## src/chisq_ram.sv

```systemverilog
// Generic simple dual-port RAM, one write and one registered read port.
// Standalone; no package needed.
`default_nettype none

module chisq_ram #(
  parameter int unsigned Width = 8,
  parameter int unsigned Depth = 16
) (
  input  logic                     clk_i,
  input  logic                     we_i,
  input  logic [$clog2(Depth)-1:0] waddr_i,
  input  logic [Width-1:0]         wdata_i,
  input  logic [$clog2(Depth)-1:0] raddr_i,
  output logic [Width-1:0]         rdata_o
);

  logic [Width-1:0] mem_q [Depth];

  always_ff @(posedge clk_i) begin
    if (we_i) begin
      mem_q[waddr_i] <= wdata_i;
    end
    rdata_o <= mem_q[raddr_i];
  end

endmodule

`default_nettype wire

```

## config.mk

```make
export PLATFORM = sky130hd
export DESIGN_NAME = chisq_ram
export DESIGN_NICKNAME = d
export VERILOG_FILES = /design/src/chisq_ram.sv
export SDC_FILE = /design/constraint.sdc
export NUM_CORES = 1
export LEC_CHECK = 0
export BUFFER_PORTS_ARGS = -buffer_cell sky130_fd_sc_hd__buf_2
export CORE_UTILIZATION = 50
export DETAILED_ROUTE_END_ITERATION = 10
export PLACE_DENSITY = 0.66
export SYNTH_ARGS = -nofsm -noshare
export SYNTH_HDL_FRONTEND = slang
export SYNTH_SLANG_ARGS = --single-unit
export TNS_END_PERCENT = 10
```

## constraint.sdc

```tcl
create_clock -name clk_i -period 5.2 [get_ports clk_i]
set_clock_uncertainty 0.2 [all_clocks]
set_input_delay 0.52 -clock clk_i [delete_from_list [all_inputs] [get_ports clk_i]]
set_output_delay 0.52 -clock clk_i [all_outputs]
set_load 0.005 [all_outputs]
```

# Word-level counts from Yosys, hierarchy flattened
# Memory sizes are Yosys's and may differ from the RTL's. A register that Yosys moved wholly into a read port is not among the register bits.
# Cells that the tools add are included.
totals:
  regBits: 0
  ramBits: 128
  input_bits: 18
  out_inout_bits: 8
  wordCells: 3
  mem_count: 1
mem_list:
  columns: ["memory", "depth", "word_bits", "read_ports", "rd_ports_with_merged_regs", "wr", "line_no", "rtl"]
  rows:
  - ["mem_q", 16, 8, 1, 1, 1, "17", "logic [Width-1:0] mem_q [Depth];"]
op_classes:
  mux: 2
op_table:
  columns: ["op", "n"]
  rows:
  - ["$mux 1", 2]

# Longest topological paths before layout
# Gate-level depths: netlist of run 1.
depth:
  word_depth: 2
  mapped_depth: 5
  mapped_depth_nobuf: 3

# Least setup slack after synthesis of run 1
# Ideal clock, no wire load.
synth_timing:
  kind: "input-to-reg"
  start: "input waddr_i[2]"
  end: "memory mem_q[0][0] (enable)"
  setup_time_ns: 0.383
  arrival_time_ns: 1.630
  required_time_ns: 4.617
  slack_ns: 2.987
  cell_stages: 2
  path_cell_list: "or3b_2 -> nor3_1"
synth_rtl:
  columns: ["item", "line_no", "rtl"]
  rows:
  - ["start, declared", "11", "input logic [$clog2(Depth)-1:0] waddr_i,"]
  - ["end, declared", "17", null]
# No word-level cell before the write port.

==> results.toml, run 1 <==
[run_status]
outcome = "completed"

[synth]
synth_cell_type_count = 19
cell_count_after_synthesis = 229
mappedNetlistArea_sq_um = 5147
syn_area_per_cell_sq_um = 22.48
yosys_register_bits = 136
mappedNetlistNets = 247
synth_edf_count = 128
synth-seq-area-share_pct = 77.78
synth-async-reset-ratio_pct = 0
synth_warnings = 0
synth_ff_type = "sky130_fd_sc_hd__edfxtp_1"

[sta]
max-slew-margin-rel_pct = 31.00
clock.fmax_mhz = 465.4
setup_total_negative_slack_ns = 0
min_period_ns = 2.149
final-max-slew-violation-count = 0
period_share_pct = 41.32
grt_setup_unrepaired = "false"
hold_violations = 0
timing.final.setup_violations = 0
worst-slew-pin-transition_ns = 1.035

[final_layout]
area_of_combinational_cells_with_multiple_inputs_sq_um = 1062
fin_cells = 412
final_nets = 284
postLayoutCoreUtil_pct = 60.97
final_layout_size_suffix_gt1_share_pct = 26.88
finalInstanceArea_sq_um = 6015
insertedDiodeCount = 0
layout-area-overhead-vs-synth_pct = 16.84
num-fill-cells = 665
ff_latch_area_sq_um = 4004

[grt]
largest_net_degree_at_the_start_of_global_routing = 33
vias_in_the_first_global_route = 2256
global_route.overflow_total = 0
grt_antenna_before_repair = 0
grt_first_pass_wirelength_um = 13920
track_usage_pct = 20.08

[placed_design]
place_area_sq_um = 5373
detailedPlacementHpwl_um = 5780
place.port_buffers = 25
dp_cells = 379
gp_routability_congestion = 0.7293

[setup_path]
worst_setup_path_startpoint = "raddr_i[0]"
start_kind = "input pin"
worstReg2RegEnd = "rdata_o[3]$_DFF_P_"
reg2reg_setup_slack_ns = 3.63
worst_r2r_path_depth = 3
timing.setup.critical_path_class = "in -> reg"
cp_data_arrival_time_ns = 2.35
r2r_start = "mem_q[2][3]$_DFFE_PP_"
path_max_fanout = 32
cp-end-kind = "flop"
crit_path_end = "rdata_o[3]$_DFF_P_"
worst_ep_required_time_ns = 5.40

[clocking]
cts_root_buffer = "sky130_fd_sc_hd__clkbuf_8"
ctsLongestPathBuffers = 2
cts.repair.resized = 0
clock_latency_ns = 0.52
cts.htree.levels = 4
hold_buffers = 0
worst_setup_hold_path_clk_slew_ns = 0.06
clkSinkCount = 136
tritoncts = "built"
post_cts.repair.setup_buffers = 0
cts_inserted_buffers = 17

[die]
dieArea_sq_um = 10710
design.core.area_sq_um = 9864
initial_utilization_pct = 52.18
design.portCount = 26
die_h_um = 103.5
die_w_um = 103.5
fp-row-count = 36

[routing]
drtAntennaViolNets = 0
routed_via_density = 5.733
drt_first_iter_violations = 130
number_of_remaining_drc_errors = 0
wl_per_cell_um = 23.25
first_pass_iters = 4
wirelength_um = 9577
vias = 2362

[run]
cap_violations = 0

[pwr]
vdd.ir_drop.worst_mv = 0.1895
power-per-cell-area_nw_per_um2 = 433.9
fin_total_pwr_mw = 2.610
total_leakage_power_nw = 2.022

[hold_path]
hold_path_class = "in -> reg"
registers in the layout, indices dropped and copies added (netlist names):
name / flops
rdata_o: 8
mem_q: 128
layout by cell type, fill, tap and decap left out, types with 3 or more instances in the layout:
master / netlist / final
sky130_fd_sc_hd__clkinv_1: 0 / 3
sky130_fd_sc_hd__edfxtp_1: 128 / 128
sky130_fd_sc_hd__mux4_1: 14 / 14
sky130_fd_sc_hd__nor2_1: 13 / 13
sky130_fd_sc_hd__clkbuf_16: 0 / 16
sky130_fd_sc_hd__nor3_1: 4 / 3
sky130_fd_sc_hd__buf_2: 3 / 25
sky130_fd_sc_hd__a22oi_1: 16 / 16
sky130_fd_sc_hd__nand2_1: 9 / 9
sky130_fd_sc_hd__mux4_2: 18 / 18
sky130_fd_sc_hd__dfxtp_1: 8 / 8
sky130_fd_sc_hd__clkbuf_8: 0 / 4
sky130_fd_sc_hd__bufinv_16: 0 / 5
synth_stat cells, types with 2 or more instances:
library cell	n	area (sq um)
sky130_fd_sc_hd__edfxtp_1	128	3844
sky130_fd_sc_hd__mux4_2	18	405.4
sky130_fd_sc_hd__a22oi_1	16	120.1
sky130_fd_sc_hd__mux4_1	14	367.9
sky130_fd_sc_hd__nor2_1	13	48.80
sky130_fd_sc_hd__nand2_1	9	33.78
sky130_fd_sc_hd__dfxtp_1	8	160.2
sky130_fd_sc_hd__nor3_1	4	20.02
sky130_fd_sc_hd__buf_2	3	15.01
sky130_fd_sc_hd__buf_6	3	33.78
sky130_fd_sc_hd__clkdlybuf4s25_2	3	30.03
sky130_fd_sc_hd__nand2b_1	2	12.51
sky130_fd_sc_hd__nand3b_1	2	15.01
cell families after synthesis:
group	count (synthesis)	synth area share, %
AOI/OAI and AO/OA	16	2.334
buffers and inverters	10	1.677
muxes	32	15.02
and+or+nand+nor	35	3.184
DFF	136	77.78
power breakdown:
group	internal, mW	switching (mW)
Combinational	0.0438	0.0614
Sequential	1.23	0.00718
Clock	0.859	0.412
worst max-delay path, stage by stage:
cell and delay, ns:
sky130_fd_sc_hd__buf_2 0.76, sky130_fd_sc_hd__mux4_1 0.68, sky130_fd_sc_hd__a22oi_1 0.28, sky130_fd_sc_hd__nand2_1 0.08
per-layer routing:
layer | GRT usage [%] | wire length, um
met1 | 27.36 | 3960
met2 | 30.26 | 4689
met3 | 6.384 | 811
met4 | 8.451 | 116
met5 | 0 | 0
worst min-delay path by stage:
stage / from / end / cells past startpoint
after detailed placement: mem_q[3][2]$_DFFE_PP_ / rdata_o[2]$_DFF_P_ / 3
after global routing: wdata_i[6] / mem_q[0][6]$_DFFE_PP_ / 1
after CTS: wdata_i[6] / mem_q[2][6]$_DFFE_PP_ / 1
after global placement: mem_q[7][2]$_DFFE_PP_ / rdata_o[2]$_DFF_P_ / 3
after floorplan: wdata_i[0] / mem_q[0][0]$_DFFE_PP_ / 0
final: wdata_i[6] / mem_q[3][6]$_DFFE_PP_ / 1
per-stage QoR:
step / hold slack [ns] / setup slack (ns)
floorplan: 0.4189 / 2.987
global placement: 0.4546 / 2.434
detailed placement: 0.4746 / 2.389
CTS: 0.1768 / 2.922
global route: 0.1795 / 2.885
finish: 0.1925 / 3.051
cell type report:
class / count / share of cell area, %
Clock buffer: 22 / 7.697
Clock inverter: 10 / 2.850
Multi-Input combinational cell: 83 / 17.66
Sequential cell: 136 / 66.57
Tap cell: 133 / 2.767
Timing Repair Buffer: 28 / 2.455
No activity file was read; power rests on OpenSTA's default activity.
==> run 2: changes to the inputs <==
--- a/config.mk
+++ b/config.mk
@@ -5,10 +5,11 @@
 export SDC_FILE = /design/constraint.sdc
 export NUM_CORES = 1
 export LEC_CHECK = 0
+export ABC_AREA = 1
 export BUFFER_PORTS_ARGS = -buffer_cell sky130_fd_sc_hd__buf_2
 export CORE_UTILIZATION = 50
 export DETAILED_ROUTE_END_ITERATION = 10
-export PLACE_DENSITY = 0.66
+export PLACE_DENSITY = 0.69
 export SYNTH_ARGS = -nofsm -noshare
 export SYNTH_HDL_FRONTEND = slang
 export SYNTH_SLANG_ARGS = --single-unit
==> constraint.sdc (replaced) <==
create_clock -name clk_i -period 1.75 [get_ports clk_i]
set_clock_uncertainty 0.2 [all_clocks]
set_input_delay 0.175 -clock clk_i [delete_from_list [all_inputs] [get_ports clk_i]]
set_output_delay 0.175 -clock clk_i [all_outputs]
set_load 0.005 [all_outputs]
==> run 2 against run 1 <==
Global-route usage grew 3.1 points. Clock power grew to 2.7 times the previous value. Cell area is 13% higher. Critical path depth is 1 higher. Utilization increased by 0.48 points. Cell count grew 83%. Highest routed layer unchanged. Hold slack worse by 0.18 ns. Routed wire length increased by 30%. Critical path type unchanged. Sequential power grew to 3.0 times the previous value.
==> results.toml, run 2 <==
[clocking]
cts_inserted_buffers = 17
worst_setup_hold_path_clk_slew_ns = 0.06
cts.repair.resized = 0
cts_root_buffer = "sky130_fd_sc_hd__clkbuf_16"
cts.htree.levels = 4
clock_latency_ns = 0.41
clkSinkCount = 136
ctsLongestPathBuffers = 2
tritoncts = "built"

[die]
die_h_um = 109.4
initial_utilization_pct = 52.28
fp-row-count = 38
die_w_um = 109.4
design.core.area_sq_um = 11030
dieArea_sq_um = 11970
design.portCount = 26

[setup_path]
timing.setup.critical_path_class = "in -> reg"
start_kind = "input pin"
cp_cell_instances = "dlygate4sd3_1 -> buf_2 -> inv_1 -> nand3_1 -> nand2_1"
path_max_fanout = 9
cp-end-kind = "flop"
worst_ep_required_time_ns = 1.89
worst_setup_path_startpoint = "raddr_i[3]"
r2r_start = "mem_q[6][6]$_DFFE_PP_"
critical_path_buffers_and_inverters = 3
timing.critical_path.max_delay_family = "buffers and inverters"
critical-path-max-stage-delay_ns = 0.53
critical-path-slowest-cell = "sky130_fd_sc_hd__dlygate4sd3_1"
cp_data_arrival_time_ns = 1.41

[synth]
cell_count_after_synthesis = 551
syn_area_per_cell_sq_um = 10.47
synth-async-reset-ratio_pct = 0
synth_cell_type_count = 12
synth_ff_type = "sky130_fd_sc_hd__edfxtp_1"
synth.cells.most_frequent = "sky130_fd_sc_hd__nand2_1 (173), sky130_fd_sc_hd__edfxtp_1 (128), sky130_fd_sc_hd__inv_1 (100), sky130_fd_sc_hd__nand3_1 (97), sky130_fd_sc_hd__nor2_1 (17)"
mappedNetlistArea_sq_um = 5767
synth_top_area_share_pct = 66.65
synth_warnings = 0
yosys.area.top_type = "sky130_fd_sc_hd__edfxtp_1"
mappedNetlistNets = 569
yosys_register_bits = 136
post_synth_main_area_contributors = "sky130_fd_sc_hd__edfxtp_1 (67%), sky130_fd_sc_hd__nand2_1 (11%), sky130_fd_sc_hd__nand3_1 (8.4%), sky130_fd_sc_hd__inv_1 (6.5%), sky130_fd_sc_hd__dfxtp_1 (2.8%)"
synth.most_common_cell = "sky130_fd_sc_hd__nand2_1"
synth_edf_count = 128
synth-seq-area-share_pct = 69.43

[final_layout]
biggestRegsByFlops = "mem_q x128, rdata_o x8"
layout-area-overhead-vs-synth_pct = 17.55
fin_cells = 755
finalInstanceArea_sq_um = 6779
max_flop_register = "mem_q"
insertedDiodeCount = 0
number_of_flip_flops_under_the_largest_register_name = 128
mostFrequentLayoutCells = "sky130_fd_sc_hd__nand2_1 (173), sky130_fd_sc_hd__edfxtp_1 (128), sky130_fd_sc_hd__inv_1 (100)"
mostFrequentLayoutCell = "sky130_fd_sc_hd__nand2_1"
final_layout_size_suffix_gt1_share_pct = 13.33
final_nets = 620
num-fill-cells = 888
postLayoutCoreUtil_pct = 61.46

[run_status]
outcome = "completed"

[grt]
vias_in_the_first_global_route = 3702
grt_antenna_before_repair = 0
grt_first_pass_wirelength_um = 19730
largest_net_degree_at_the_start_of_global_routing = 65
global_route.overflow_total = 0
track_usage_pct = 23.17

[pwr]
fin_total_pwr_mw = 7.589
total_leakage_power_nw = 2.959
power-per-cell-area_nw_per_um2 = 1120
vdd.ir_drop.worst_mv = 0.6877

[placed_design]
dpl_worst_slack_ns = 0.3060
gp_routability_congestion = 0.7976
place_area_sq_um = 6138
detailedPlacementHpwl_um = 7690
place.port_buffers = 25
dp_cells = 717

[sta]
postLayoutSetupSlackWorst_ns = 0.4779
max-slew-margin-rel_pct = 72.11
timing.final.setup_violations = 0
final-max-slew-violation-count = 0
grt_setup_unrepaired = "false"
period_share_pct = 72.69
worst_hold_slack_ns = 0.008620
hold_violations = 0
min_period_ns = 1.272
clock.fmax_mhz = 786.1
setup_total_negative_slack_ns = 0
worst-slew-pin-transition_ns = 0.4184

[routing]
vias = 3865
drtAntennaViolNets = 0
number_of_remaining_drc_errors = 0
drt_first_iter_violations = 265
wl_per_cell_um = 16.55
routed_via_density = 5.119
route.layer.met1.wl_um = 5336
first_pass_iters = 5
route.met2.wl_um = 6198
route.met3.wl_um = 773
wirelength_um = 12490
uppermost_routed_layer = "met4"

[run]
cap_violations = 0

[hold_path]
hold_path_class = "in -> reg"
hold_path_startpoint = "wdata_i[7]"
==> run 2: cell count changes in the layout (fill, tap and decap cells not counted), sizes merged, moves of 2 or more <==
cell	before	now
a22oi	16	0
buf	27	50
bufinv	5	2
clkbuf	23	19
clkinvlp	0	4
dlygate4sd3	0	6
inv	0	105
mux4	32	0
nand2	9	173
nand2b	2	0
nand3	1	97
nor2	13	17
nor3	4	0
==> run 2: kinds of logic after synthesis <==
kind of cell / Yosys count / synth area share, %
AND/OR/NAND/NOR: 289 / 21.05
flip-flops: 136 / 69.43
buffers and inverters: 126 / 9.525
==> run 2: where the power goes <==
| part | switching [mW] | total (mW) | internal (mW) |
|---|---|---|---|
| Combinational | 0.312 | 0.465 | 0.152 |
| Clock | 1.35 | 3.46 | 2.11 |
| Sequential | 0.0192 | 3.66 | 3.64 |
==> run 2: cell type report <==
class                           count  area (sq um)  share of cell area [%]
Inverter                          102         382.9                   5.648
Multi-Input combinational cell    289          1214                   17.90
Sequential cell                   136          4004                   59.06
Clock buffer                       19         432.9                   6.386
Timing Repair Buffer               56         422.9                   6.238
Clock inverter                     13         147.6                   2.178
Tap cell                          140         175.2                   2.584
==> run 2: worst paths after layout <==
| path | to | slack (ns) | cells past startpoint |
|---|---|---|---|
| setup reg to reg | rdata_o[6]$_DFF_P_ | 0.55 | 6 |
| hold / removal | mem_q[0][7]$_DFFE_PP_ | 0.009 | 1 |
| setup / recovery | rdata_o[7]$_DFF_P_ | 0.48 | 5 |
| hold reg to reg | rdata_o[5]$_DFF_P_ | 0.46 | 6 |
==> run 2: what timing repair did <==
action / in CTS / in global routing
setup buffers: 0 / 0
hold buffers: 4 / 2
hold endpoints to repair: 53 / 12
setup endpoints to repair: 0 / 0
==> run 2: metal layers <==
metal  GRT usage [%]  vias up
li1                -     1880
met1           31.10     1833
met2           38.01      137
met3           4.505       15
met4           7.905        0
met5               0        -
